## config.mk

```make
export PLATFORM = sky130hd
export DESIGN_NAME = segment_reorder_buffer
export DESIGN_NICKNAME = d
export VERILOG_FILES = /design/src/hdl/srb_pkg.sv /design/src/hdl/srb_fifo.sv /design/src/hdl/srb_front.sv /design/src/hdl/srb_back.sv /design/src/hdl/segment_reorder_buffer.sv
export SDC_FILE = /design/constraint.sdc
export NUM_CORES = 1
export LEC_CHECK = 0
export ABC_AREA = 1
export BUFFER_PORTS_ARGS = -buffer_cell sky130_fd_sc_hd__buf_4
export CAP_MARGIN = 0
export CORE_ASPECT_RATIO = 0.6
export CORE_UTILIZATION = 38
export CTS_CLUSTER_DIAMETER = 50
export CTS_CLUSTER_SIZE = 25
export DETAILED_ROUTE_END_ITERATION = 8
export GPL_ROUTABILITY_DRIVEN = 1
export GPL_TIMING_DRIVEN = 0
export PLACE_DENSITY = 0.58
export SLEW_MARGIN = 0
export SYNTH_ARGS = -nofsm -noshare
export SYNTH_HDL_FRONTEND = slang
export SYNTH_SLANG_ARGS = --single-unit
```

## constraint.sdc

```tcl
create_clock -name clk -period 12.6 [get_ports clk]
set_input_delay 3.15 -clock clk [delete_from_list [all_inputs] [get_ports clk]]
set_output_delay 3.15 -clock clk [all_outputs]
set_load 0.03 [all_outputs]
```

## src/hdl/srb_pkg.sv

```systemverilog
package srb_pkg;

    localparam int SEQ_W = 31;
    localparam int LEN_W = 11;
    localparam int TAG_W = 8;

    // depth of the command queue between front and back, and of the result queue
    localparam int CMD_DEPTH = 2;
    localparam int RES_DEPTH = 4;

    typedef enum logic [1:0] {
        KIND_DELIVER = 2'd0,
        KIND_ACK     = 2'd1,
        KIND_EOS     = 2'd2,
        KIND_DISCARD = 2'd3
    } kind_t;

    typedef enum logic [1:0] {
        CLS_EOS,
        CLS_OVERSIZE,
        CLS_SEGMENT
    } cls_t;

    typedef enum logic [2:0] {
        ST_IDLE,
        ST_SCAN_FREE,
        ST_PLACE,
        ST_SCAN_LOW,
        ST_STEP,
        ST_ACK
    } state_t;

    typedef struct packed {
        logic [SEQ_W-1:0] seq_number;
        logic [LEN_W-1:0] payload_length;
        logic [TAG_W-1:0] buffer_tag;
    } seg_item_t;

    typedef struct packed {
        kind_t            kind;
        logic [SEQ_W-1:0] out_seq_number;
        logic [LEN_W-1:0] out_length;
        logic [TAG_W-1:0] out_tag;
        logic [SEQ_W-1:0] ack_number;
        logic             last;
    } res_item_t;

    typedef struct packed {
        cls_t             cls;
        logic [SEQ_W-1:0] seq;
        logic [LEN_W-1:0] len;
        logic [TAG_W-1:0] tag;
    } cmd_t;

    typedef struct packed {
        logic [SEQ_W-1:0] seq;
        logic [LEN_W-1:0] len;
        logic [TAG_W-1:0] tag;
    } slot_t;

    // seq + len, saturated at the top of the sequence space
    function automatic logic [SEQ_W-1:0] seq_advance(
        input logic [SEQ_W-1:0] seq,
        input logic [LEN_W-1:0] len
    );
        logic [SEQ_W:0] sum;
        begin
            sum = {1'b0, seq} + (SEQ_W+1)'(len);
            seq_advance = sum[SEQ_W] ? {SEQ_W{1'b1}} : sum[SEQ_W-1:0];
        end
    endfunction

endpackage

```

## src/hdl/srb_fifo.sv

```systemverilog
module srb_fifo #(
    parameter type entry_t = logic,
    parameter int  DEPTH   = 2
) (
    input  logic   clk,
    input  logic   rst_n,
    input  logic   wr_en,
    input  entry_t wr_data,
    output logic   full,
    input  logic   rd_en,
    output entry_t rd_data,
    output logic   empty
);

    localparam int PTR_W = (DEPTH > 1) ? $clog2(DEPTH) : 1;
    localparam int CNT_W = $clog2(DEPTH + 1);

    entry_t             mem_reg [DEPTH];
    logic [PTR_W-1:0]   wr_ptr_reg, wr_ptr_next;
    logic [PTR_W-1:0]   rd_ptr_reg, rd_ptr_next;
    logic [CNT_W-1:0]   count_reg, count_next;
    logic               do_wr, do_rd;

    assign full    = (count_reg == CNT_W'(DEPTH));
    assign empty   = (count_reg == '0);
    assign do_wr   = wr_en && !full;
    assign do_rd   = rd_en && !empty;
    assign rd_data = mem_reg[rd_ptr_reg];

    always_comb
    begin
        wr_ptr_next = wr_ptr_reg;
        rd_ptr_next = rd_ptr_reg;
        count_next  = count_reg;
        if (do_wr)
        begin
            wr_ptr_next = (wr_ptr_reg == PTR_W'(DEPTH - 1)) ? '0 : wr_ptr_reg + 1'b1;
        end
        if (do_rd)
        begin
            rd_ptr_next = (rd_ptr_reg == PTR_W'(DEPTH - 1)) ? '0 : rd_ptr_reg + 1'b1;
        end
        if (do_wr && !do_rd)
        begin
            count_next = count_reg + 1'b1;
        end
        else if (do_rd && !do_wr)
        begin
            count_next = count_reg - 1'b1;
        end
    end

    always_ff @(posedge clk or negedge rst_n)
    begin
        if (!rst_n)
        begin
            wr_ptr_reg <= '0;
            rd_ptr_reg <= '0;
            count_reg  <= '0;
        end
        else
        begin
            wr_ptr_reg <= wr_ptr_next;
            rd_ptr_reg <= rd_ptr_next;
            count_reg  <= count_next;
        end
    end

    always_ff @(posedge clk)
    begin
        if (do_wr)
        begin
            mem_reg[wr_ptr_reg] <= wr_data;
        end
    end

endmodule

```

## src/hdl/srb_front.sv

```systemverilog
module srb_front #(
    parameter int MAX_PAYLOAD = 1024,
    parameter int TAG_BITS    = 8
) (
    input  logic                clk,
    input  logic                rst_n,
    input  logic                push,
    input  srb_pkg::seg_item_t  segment,
    output logic                full,
    input  logic                cmd_pop,
    output srb_pkg::cmd_t       cmd,
    output logic                cmd_empty
);

    localparam logic [srb_pkg::TAG_W-1:0] TAG_MASK =
        srb_pkg::TAG_W'((17'(1) << TAG_BITS) - 17'(1));

    srb_pkg::cmd_t cls_cmd;

    // state-free classification: end of stream and oversized length
    always_comb
    begin
        cls_cmd.seq = segment.seq_number;
        cls_cmd.len = segment.payload_length;
        cls_cmd.tag = segment.buffer_tag & TAG_MASK;
        if (segment.payload_length == '0)
        begin
            cls_cmd.cls = srb_pkg::CLS_EOS;
        end
        else if (16'(segment.payload_length) > 16'(MAX_PAYLOAD))
        begin
            cls_cmd.cls = srb_pkg::CLS_OVERSIZE;
        end
        else
        begin
            cls_cmd.cls = srb_pkg::CLS_SEGMENT;
        end
    end

    srb_fifo #(
        .entry_t (srb_pkg::cmd_t),
        .DEPTH   (srb_pkg::CMD_DEPTH)
    ) u_cmd_q (
        .clk     (clk),
        .rst_n   (rst_n),
        .wr_en   (push),
        .wr_data (cls_cmd),
        .full    (full),
        .rd_en   (cmd_pop),
        .rd_data (cmd),
        .empty   (cmd_empty)
    );

endmodule

```

## src/hdl/srb_back.sv

```systemverilog
module srb_back #(
    parameter int WINDOW_SLOTS = 8
) (
    input  logic                clk,
    input  logic                rst_n,
    input  srb_pkg::cmd_t       cmd,
    input  logic                cmd_empty,
    output logic                cmd_pop,
    output srb_pkg::res_item_t  res,
    output logic                res_wr,
    input  logic                res_full
);

    localparam int IDX_W = $clog2(WINDOW_SLOTS);
    localparam int CNT_W = $clog2(WINDOW_SLOTS + 1);

    srb_pkg::state_t                state_reg, state_next;
    logic [srb_pkg::SEQ_W-1:0]      exp_reg, exp_next;
    logic [WINDOW_SLOTS-1:0]        valid_reg, valid_next;
    srb_pkg::slot_t                 cur_reg, cur_next;
    srb_pkg::slot_t                 best_reg, best_next;
    logic                           found_reg, found_next;
    logic                           dup_reg, dup_next;
    logic [IDX_W-1:0]               sel_idx_reg, sel_idx_next;
    logic [CNT_W-1:0]               scan_cnt_reg, scan_cnt_next;
    logic                           pend_reg, pend_next;
    logic [IDX_W-1:0]               pend_idx_reg, pend_idx_next;

    srb_pkg::slot_t                 slot_mem [WINDOW_SLOTS];
    srb_pkg::slot_t                 rd_data_reg;
    logic                           mem_rd;
    logic                           mem_we;

    logic                           scanning;
    logic                           issue;
    logic                           pend_valid;

    assign scanning   = (state_reg == srb_pkg::ST_SCAN_FREE) ||
                        (state_reg == srb_pkg::ST_SCAN_LOW);
    assign issue      = scanning && (scan_cnt_reg != CNT_W'(WINDOW_SLOTS));
    assign mem_rd     = issue;
    assign pend_valid = valid_reg[pend_idx_reg];

    always_comb
    begin
        state_next    = state_reg;
        exp_next      = exp_reg;
        valid_next    = valid_reg;
        cur_next      = cur_reg;
        best_next     = best_reg;
        found_next    = found_reg;
        dup_next      = dup_reg;
        sel_idx_next  = sel_idx_reg;
        scan_cnt_next = scan_cnt_reg;
        pend_next     = 1'b0;
        pend_idx_next = pend_idx_reg;
        cmd_pop       = 1'b0;
        res_wr        = 1'b0;
        res           = '0;
        mem_we        = 1'b0;

        // slot scan: address goes out one cycle, entry is judged the next
        if (issue)
        begin
            scan_cnt_next = scan_cnt_reg + 1'b1;
            pend_next     = 1'b1;
            pend_idx_next = scan_cnt_reg[IDX_W-1:0];
        end

        case (state_reg)
            srb_pkg::ST_IDLE:
            begin
                if (!cmd_empty && !res_full)
                begin
                    cmd_pop  = 1'b1;
                    cur_next = '{seq: cmd.seq, len: cmd.len, tag: cmd.tag};
                    case (cmd.cls)
                        srb_pkg::CLS_EOS:
                        begin
                            res_wr         = 1'b1;
                            res.kind       = srb_pkg::KIND_EOS;
                            res.ack_number = exp_reg;
                            res.last       = 1'b1;
                        end
                        srb_pkg::CLS_OVERSIZE:
                        begin
                            res_wr             = 1'b1;
                            res.kind           = srb_pkg::KIND_DISCARD;
                            res.out_seq_number = cmd.seq;
                            res.out_length     = cmd.len;
                            res.out_tag        = cmd.tag;
                            res.last           = 1'b1;
                        end
                        default:
                        begin
                            scan_cnt_next = '0;
                            found_next    = 1'b0;
                            dup_next      = 1'b0;
                            if (cmd.seq == exp_reg)
                            begin
                                res_wr             = 1'b1;
                                res.kind           = srb_pkg::KIND_DELIVER;
                                res.out_seq_number = cmd.seq;
                                res.out_length     = cmd.len;
                                res.out_tag        = cmd.tag;
                                exp_next           = srb_pkg::seq_advance(cmd.seq, cmd.len);
                                state_next         = srb_pkg::ST_SCAN_LOW;
                            end
                            else if (cmd.seq < exp_reg)
                            begin
                                res_wr             = 1'b1;
                                res.kind           = srb_pkg::KIND_DISCARD;
                                res.out_seq_number = cmd.seq;
                                res.out_length     = cmd.len;
                                res.out_tag        = cmd.tag;
                                state_next         = srb_pkg::ST_ACK;
                            end
                            else
                            begin
                                state_next = srb_pkg::ST_SCAN_FREE;
                            end
                        end
                    endcase
                end
            end

            srb_pkg::ST_SCAN_FREE:
            begin
                if (pend_reg)
                begin
                    if (pend_valid && (rd_data_reg.seq == cur_reg.seq))
                    begin
                        dup_next = 1'b1;
                    end
                    if (!pend_valid && !found_reg)
                    begin
                        found_next   = 1'b1;
                        sel_idx_next = pend_idx_reg;
                    end
                end
                if (!issue && !pend_reg)
                begin
                    state_next = srb_pkg::ST_PLACE;
                end
            end

            srb_pkg::ST_PLACE:
            begin
                if (dup_reg || !found_reg)
                begin
                    if (!res_full)
                    begin
                        res_wr             = 1'b1;
                        res.kind           = srb_pkg::KIND_DISCARD;
                        res.out_seq_number = cur_reg.seq;
                        res.out_length     = cur_reg.len;
                        res.out_tag        = cur_reg.tag;
                        res.last           = 1'b1;
                        state_next         = srb_pkg::ST_IDLE;
                    end
                end
                else
                begin
                    mem_we                  = 1'b1;
                    valid_next[sel_idx_reg] = 1'b1;
                    state_next              = srb_pkg::ST_IDLE;
                end
            end

            srb_pkg::ST_SCAN_LOW:
            begin
                if (pend_reg && pend_valid &&
                    (!found_reg || (rd_data_reg.seq < best_reg.seq)))
                begin
                    found_next   = 1'b1;
                    sel_idx_next = pend_idx_reg;
                    best_next    = rd_data_reg;
                end
                if (!issue && !pend_reg)
                begin
                    state_next = srb_pkg::ST_STEP;
                end
            end

            srb_pkg::ST_STEP:
            begin
                if (!found_reg || (best_reg.seq > exp_reg))
                begin
                    // nothing continues the stream: close with the ack
                    if (!res_full)
                    begin
                        res_wr         = 1'b1;
                        res.kind       = srb_pkg::KIND_ACK;
                        res.ack_number = exp_reg;
                        res.last       = 1'b1;
                        state_next     = srb_pkg::ST_IDLE;
                    end
                end
                else if (!res_full)
                begin
                    res_wr             = 1'b1;
                    res.out_seq_number = best_reg.seq;
                    res.out_length     = best_reg.len;
                    res.out_tag        = best_reg.tag;
                    if (best_reg.seq < exp_reg)
                    begin
                        res.kind = srb_pkg::KIND_DISCARD;
                    end
                    else
                    begin
                        res.kind = srb_pkg::KIND_DELIVER;
                        exp_next = srb_pkg::seq_advance(best_reg.seq, best_reg.len);
                    end
                    valid_next[sel_idx_reg] = 1'b0;
                    scan_cnt_next           = '0;
                    found_next              = 1'b0;
                    state_next              = srb_pkg::ST_SCAN_LOW;
                end
            end

            srb_pkg::ST_ACK:
            begin
                if (!res_full)
                begin
                    res_wr         = 1'b1;
                    res.kind       = srb_pkg::KIND_ACK;
                    res.ack_number = exp_reg;
                    res.last       = 1'b1;
                    state_next     = srb_pkg::ST_IDLE;
                end
            end

            default:
            begin
                state_next = srb_pkg::ST_IDLE;
            end
        endcase
    end

    always_ff @(posedge clk or negedge rst_n)
    begin
        if (!rst_n)
        begin
            state_reg    <= srb_pkg::ST_IDLE;
            exp_reg      <= '0;
            valid_reg    <= '0;
            found_reg    <= 1'b0;
            dup_reg      <= 1'b0;
            scan_cnt_reg <= '0;
            pend_reg     <= 1'b0;
        end
        else
        begin
            state_reg    <= state_next;
            exp_reg      <= exp_next;
            valid_reg    <= valid_next;
            found_reg    <= found_next;
            dup_reg      <= dup_next;
            scan_cnt_reg <= scan_cnt_next;
            pend_reg     <= pend_next;
        end
    end

    always_ff @(posedge clk)
    begin
        cur_reg      <= cur_next;
        best_reg     <= best_next;
        sel_idx_reg  <= sel_idx_next;
        pend_idx_reg <= pend_idx_next;
    end

    // descriptor store, one write and one registered read port
    always_ff @(posedge clk)
    begin
        if (mem_we)
        begin
            slot_mem[sel_idx_reg] <= cur_reg;
        end
        if (mem_rd)
        begin
            rd_data_reg <= slot_mem[scan_cnt_reg[IDX_W-1:0]];
        end
    end

endmodule

```

## src/hdl/segment_reorder_buffer.sv

```systemverilog
// segment_reorder_buffer: receive-side reorder logic for byte-numbered segments.
// A segment beat (seq_number, payload_length, buffer_tag) goes in through a queue
// interface (push/full) and result beats come out through another (empty/pop).
// A segment at the expected number is delivered, followed by every buffered
// segment that now continues the stream (stale overlapping ones are reported as
// discards), and then an ack with the new expected number. A late segment gives
// a discard and an ack; an early one is buffered in one of WINDOW_SLOTS slots and
// gives no result, unless it duplicates a buffered seq or the table is full, in
// which case it is discarded. Length zero gives one end-of-stream beat carrying
// the expected number; a length above MAX_PAYLOAD is discarded. The last beat
// caused by each segment has last set. Timing: the front takes a segment every
// cycle until its two-entry command queue fills. The back handles one segment at
// a time: end of stream, oversize and late segments need no slot scan; an early
// segment takes a full pass over the slot store for its scan, then its placement;
// an in-order segment takes one pass for the delivery and one per buffered segment
// flushed, each flush step being a full pass over the slot store, which has a
// single registered read port. A four-entry result queue lets the consumer stall
// without stopping the back until it fills.
module segment_reorder_buffer #(
    parameter int WINDOW_SLOTS = 8,
    parameter int MAX_PAYLOAD  = 1024,
    parameter int TAG_BITS     = 8
) (
    input  logic                clk,
    input  logic                rst_n,
    // segment side
    input  logic                push,
    input  srb_pkg::seg_item_t  segment,
    output logic                full,
    // result side
    input  logic                pop,
    output srb_pkg::res_item_t  result,
    output logic                empty
);

    // front to back command queue
    srb_pkg::cmd_t      cmd;
    logic               cmd_empty;
    logic               cmd_pop;

    // back to result queue
    srb_pkg::res_item_t res;
    logic               res_wr;
    logic               res_full;

    // classifies each segment beat and queues it
    srb_front #(
        .MAX_PAYLOAD (MAX_PAYLOAD),
        .TAG_BITS    (TAG_BITS)
    ) u_front (
        .clk       (clk),
        .rst_n     (rst_n),
        .push      (push),
        .segment   (segment),
        .full      (full),
        .cmd_pop   (cmd_pop),
        .cmd       (cmd),
        .cmd_empty (cmd_empty)
    );

    // keeps the expected number and the slot table, emits result beats
    srb_back #(
        .WINDOW_SLOTS (WINDOW_SLOTS)
    ) u_back (
        .clk       (clk),
        .rst_n     (rst_n),
        .cmd       (cmd),
        .cmd_empty (cmd_empty),
        .cmd_pop   (cmd_pop),
        .res       (res),
        .res_wr    (res_wr),
        .res_full  (res_full)
    );

    // result beats wait here for the consumer
    srb_fifo #(
        .entry_t (srb_pkg::res_item_t),
        .DEPTH   (srb_pkg::RES_DEPTH)
    ) u_res_q (
        .clk     (clk),
        .rst_n   (rst_n),
        .wr_en   (res_wr),
        .wr_data (res),
        .full    (res_full),
        .rd_en   (pop),
        .rd_data (result),
        .empty   (empty)
    );

endmodule

```

==> impl_metrics.tcl <==
set metrics [dict create \
    tightest_slew_ns 1.57 \
    die_h_um 273 \
    multi_input_area_mm2 0.0134 \
    clkSinkCount 1056 \
    cpMostUsedCell "clkbuf_1" \
    async_flop_share_pct 5.68 \
    clkTransAtPathRegs_ns 0.10 \
    vias_per_cell 5.48 \
    synth_edf_count 996 \
    vias 33147 \
    dieArea_mm2 0.124 \
    cts_buffers 69 \
    portBuffers 139 \
    io_pins 140 \
    syn_area_mm2 0.0465 \
    seq_area_mm2 0.0314 \
    finalNonFillerCells 6054 \
    cp_num_buf_inv 6 \
    cp_slowest_cell "clkbuf_1" \
    dp_hpwl_mm 115 \
    cts_hold_buf 0 \
    final_cell_mix "edfxtp_1, nor2_1, nand2_1" \
    fin_crit_sh_pct 60.3 \
    clock_skew_ns 0.0319 \
    hold_viol 0 \
    cts_tree "yes" \
    nets 4559 \
    dpl.cell_count 5924 \
    slew_violations 2 \
    cts_resized 0 \
    syn-num-nets 4286 \
    largest_reg_flops 400 \
    reg2reg_depth 16 \
    min-delay-path-class "flop to flop" \
    power.density_mw_per_mm2 230 \
    fmax_mhz 132 \
    syn_area_per_cell_um2 11.3 \
    rows 99 \
    drcViolationCount 0 \
    wl_mm 152 \
    final_common_cell "edfxtp_1" \
    chipWidth_um 454 \
    p_leak_nw 19.5 \
    synth_top_area_share_pct 64.3 \
    violations "max-capacitance violations, max-slew violations" \
    synth_largest_area_cell "edfxtp_1" \
    max_stage_delay_ns 0.71 \
    synthTopCellsByArea "edfxtp_1, nor2_1, nand2_1, o21ai_0, ha_1" \
    dr.pass1.iters 5 \
    slew_headroom_pct -6.01 \
    maxCapViolCount 1 \
    cp.depth 8 \
    crit_chain "clkbuf_1, clkbuf_1, inv_1, clkbuf_1, buf_1, nor2_1, o22ai_1, buf_4" \
    post-cts-setup-buffers 0 \
    cts-root-buf "clkbuf_16" \
    end_kind "output port" \
    grt_pass1_wl_mm 216 \
    peakVddDrop_mv 0.128 \
    worstSkewPairLatency_ns 0.71 \
    drive_above_1_share_pct 9.43 \
    hold_path_depth 0 \
    drt_iter0_markers 4480 \
    fillers 11269 \
    cpLargestDelayFamily "buffers and inverters" \
    antenna_found_initial 6 \
    core_mm2 0.122 \
    grtUsageTotal_pct 24.3 \
    worstPathRequired_ns 9.45 \
    synth_seq_area_share_pct 67.5 \
    crit_fanout 10 \
    finalSetupTns_ns 0 \
    routabilityCongestion 1.03 \
    h-tree-depth 3 \
    wl_per_cell_um 25.1 \
    overflow 0 \
    status "finished, violations left" \
    hold_ws_ns 0.425 \
    r2r_start "u_front.u_cmd_q.rd_ptr_reg" \
    areaGrowthSynthToFinish_pct 13.9 \
    crit_type "flop to output port" \
    fin_crit_ns 7.60 \
    synth_flop_cell "edfxtp_1" \
    power.total_mw 12.2 \
    grt_pass1_vias 29987 \
    hold_path.startpoint "u_back.rd_data_reg[7]" \
    ant_nets 0 \
    start_kind "flop" \
    yosysWarnings 0 \
    hold-path-endpoint "u_back.best_reg[7]" \
    setup_viol 0 \
    grt_max_degree 61 \
    initial_core_util_pct 38.3 \
    crit_arrival_ns 4.45 \
    rsz0062_at_grt "false" \
    r2r_slack_ns 5.92 \
    r2r-end "u_res_q.mem_reg[0][36]" \
    synth-seq-cells 1056 \
    synth_cell_type_count 55 \
    cts_buffer_depth 3 \
    synthCells 4106 \
]
per-stage QoR:
step	setup WS (ns)	cell area (µm²)	util [%]
finish	5.00	53000	43.6
global route	4.84	53000	43.6
CTS	5.04	53000	43.6
detailed placement	5.82	50500	41.6
global placement	-3.58	49600	40.8
floorplan	3.59	46500	-
cells in the mapped netlist, types with 2 or more instances:
library cell	number
or2_2	6
nor3b_1	2
o21a_1	6
nor3_1	33
a21boi_0	5
buf_6	5
nor4_1	9
nand2_2	14
and2_1	3
inv_1	272
edfxtp_1	996
o21ai_1	16
o22ai_1	135
a21o_1	7
o21ai_0	426
nor2_1	641
nand3_2	3
xor2_1	27
clkinv_1	3
nand3_1	150
a21oi_1	98
nor3_2	2
fa_1	3
a31oi_1	53
ha_1	123
nand2_1	612
mux2i_1	28
buf_4	3
o21bai_1	5
nor2_2	6
nand4_1	115
inv_2	7
xnor2_1	24
dfrtp_1	60
buf_2	22
o21ai_2	4
nand2_4	2
buf_1	17
o211ai_1	2
clkbuf_1	144
nor2_4	3
per-layer routing:
metal / vias to the layer above / GRT usage (%) / wire, µm
li1: 15114 / - / -
met1: 16272 / 39.7 / 74000
met2: 1625 / 29.1 / 54500
met3: 134 / 10.5 / 21800
met4: 2 / 3.06 / 1640
met5: - / 0.877 / 160
cell type report:
cell class / count / share of cell area, %
sequential: 1056 / 59.3
multi-input combinational: 2575 / 25.2
tap: 1616 / 3.82
timing repair buffer: 202 / 3.48
clock buffer: 72 / 3.28
inverter: 283 / 2.01
buffer: 192 / 1.54
clock inverter: 51 / 1.34
antenna: 7 / 0.0331
cell families after synthesis:
family,count (synthesis),share of synthesized area (%)
AOI/OAI and AO/OA,762,8.92
xor gates and xnor gates,51,0.960
adders and majority gates,126,3.44
buffers and inverters,475,4.03
DFF,1056,67.5
muxes,29,0.626
and+or+nand+nor,1607,14.5
worst max-delay path by stage:
stage                               start                      to  slack, ns
3_5_place_dp        u_res_q.rd_ptr_reg[0]              result[64]       5.82
3_3_place_gp   u_front.u_cmd_q.rd_ptr_reg  u_res_q.mem_reg[3][38]      -3.58
4_1_cts             u_res_q.rd_ptr_reg[0]              result[64]       5.04
6_report            u_res_q.rd_ptr_reg[0]              result[64]       5.00
5_1_grt             u_res_q.rd_ptr_reg[0]              result[64]       4.84
2_1_floorplan  u_front.u_cmd_q.rd_ptr_reg   u_res_q.mem_reg[0][0]       3.59
report_power, final:
group | switching [mW] | leakage (nW) | internal [mW]
registers | 0.297 | 10.0 | 4.23
clock network | 1.37 | 1.17 | 1.16
logic | 3.73 | 8.30 | 1.42
Power figures use the tool's default switching activity.
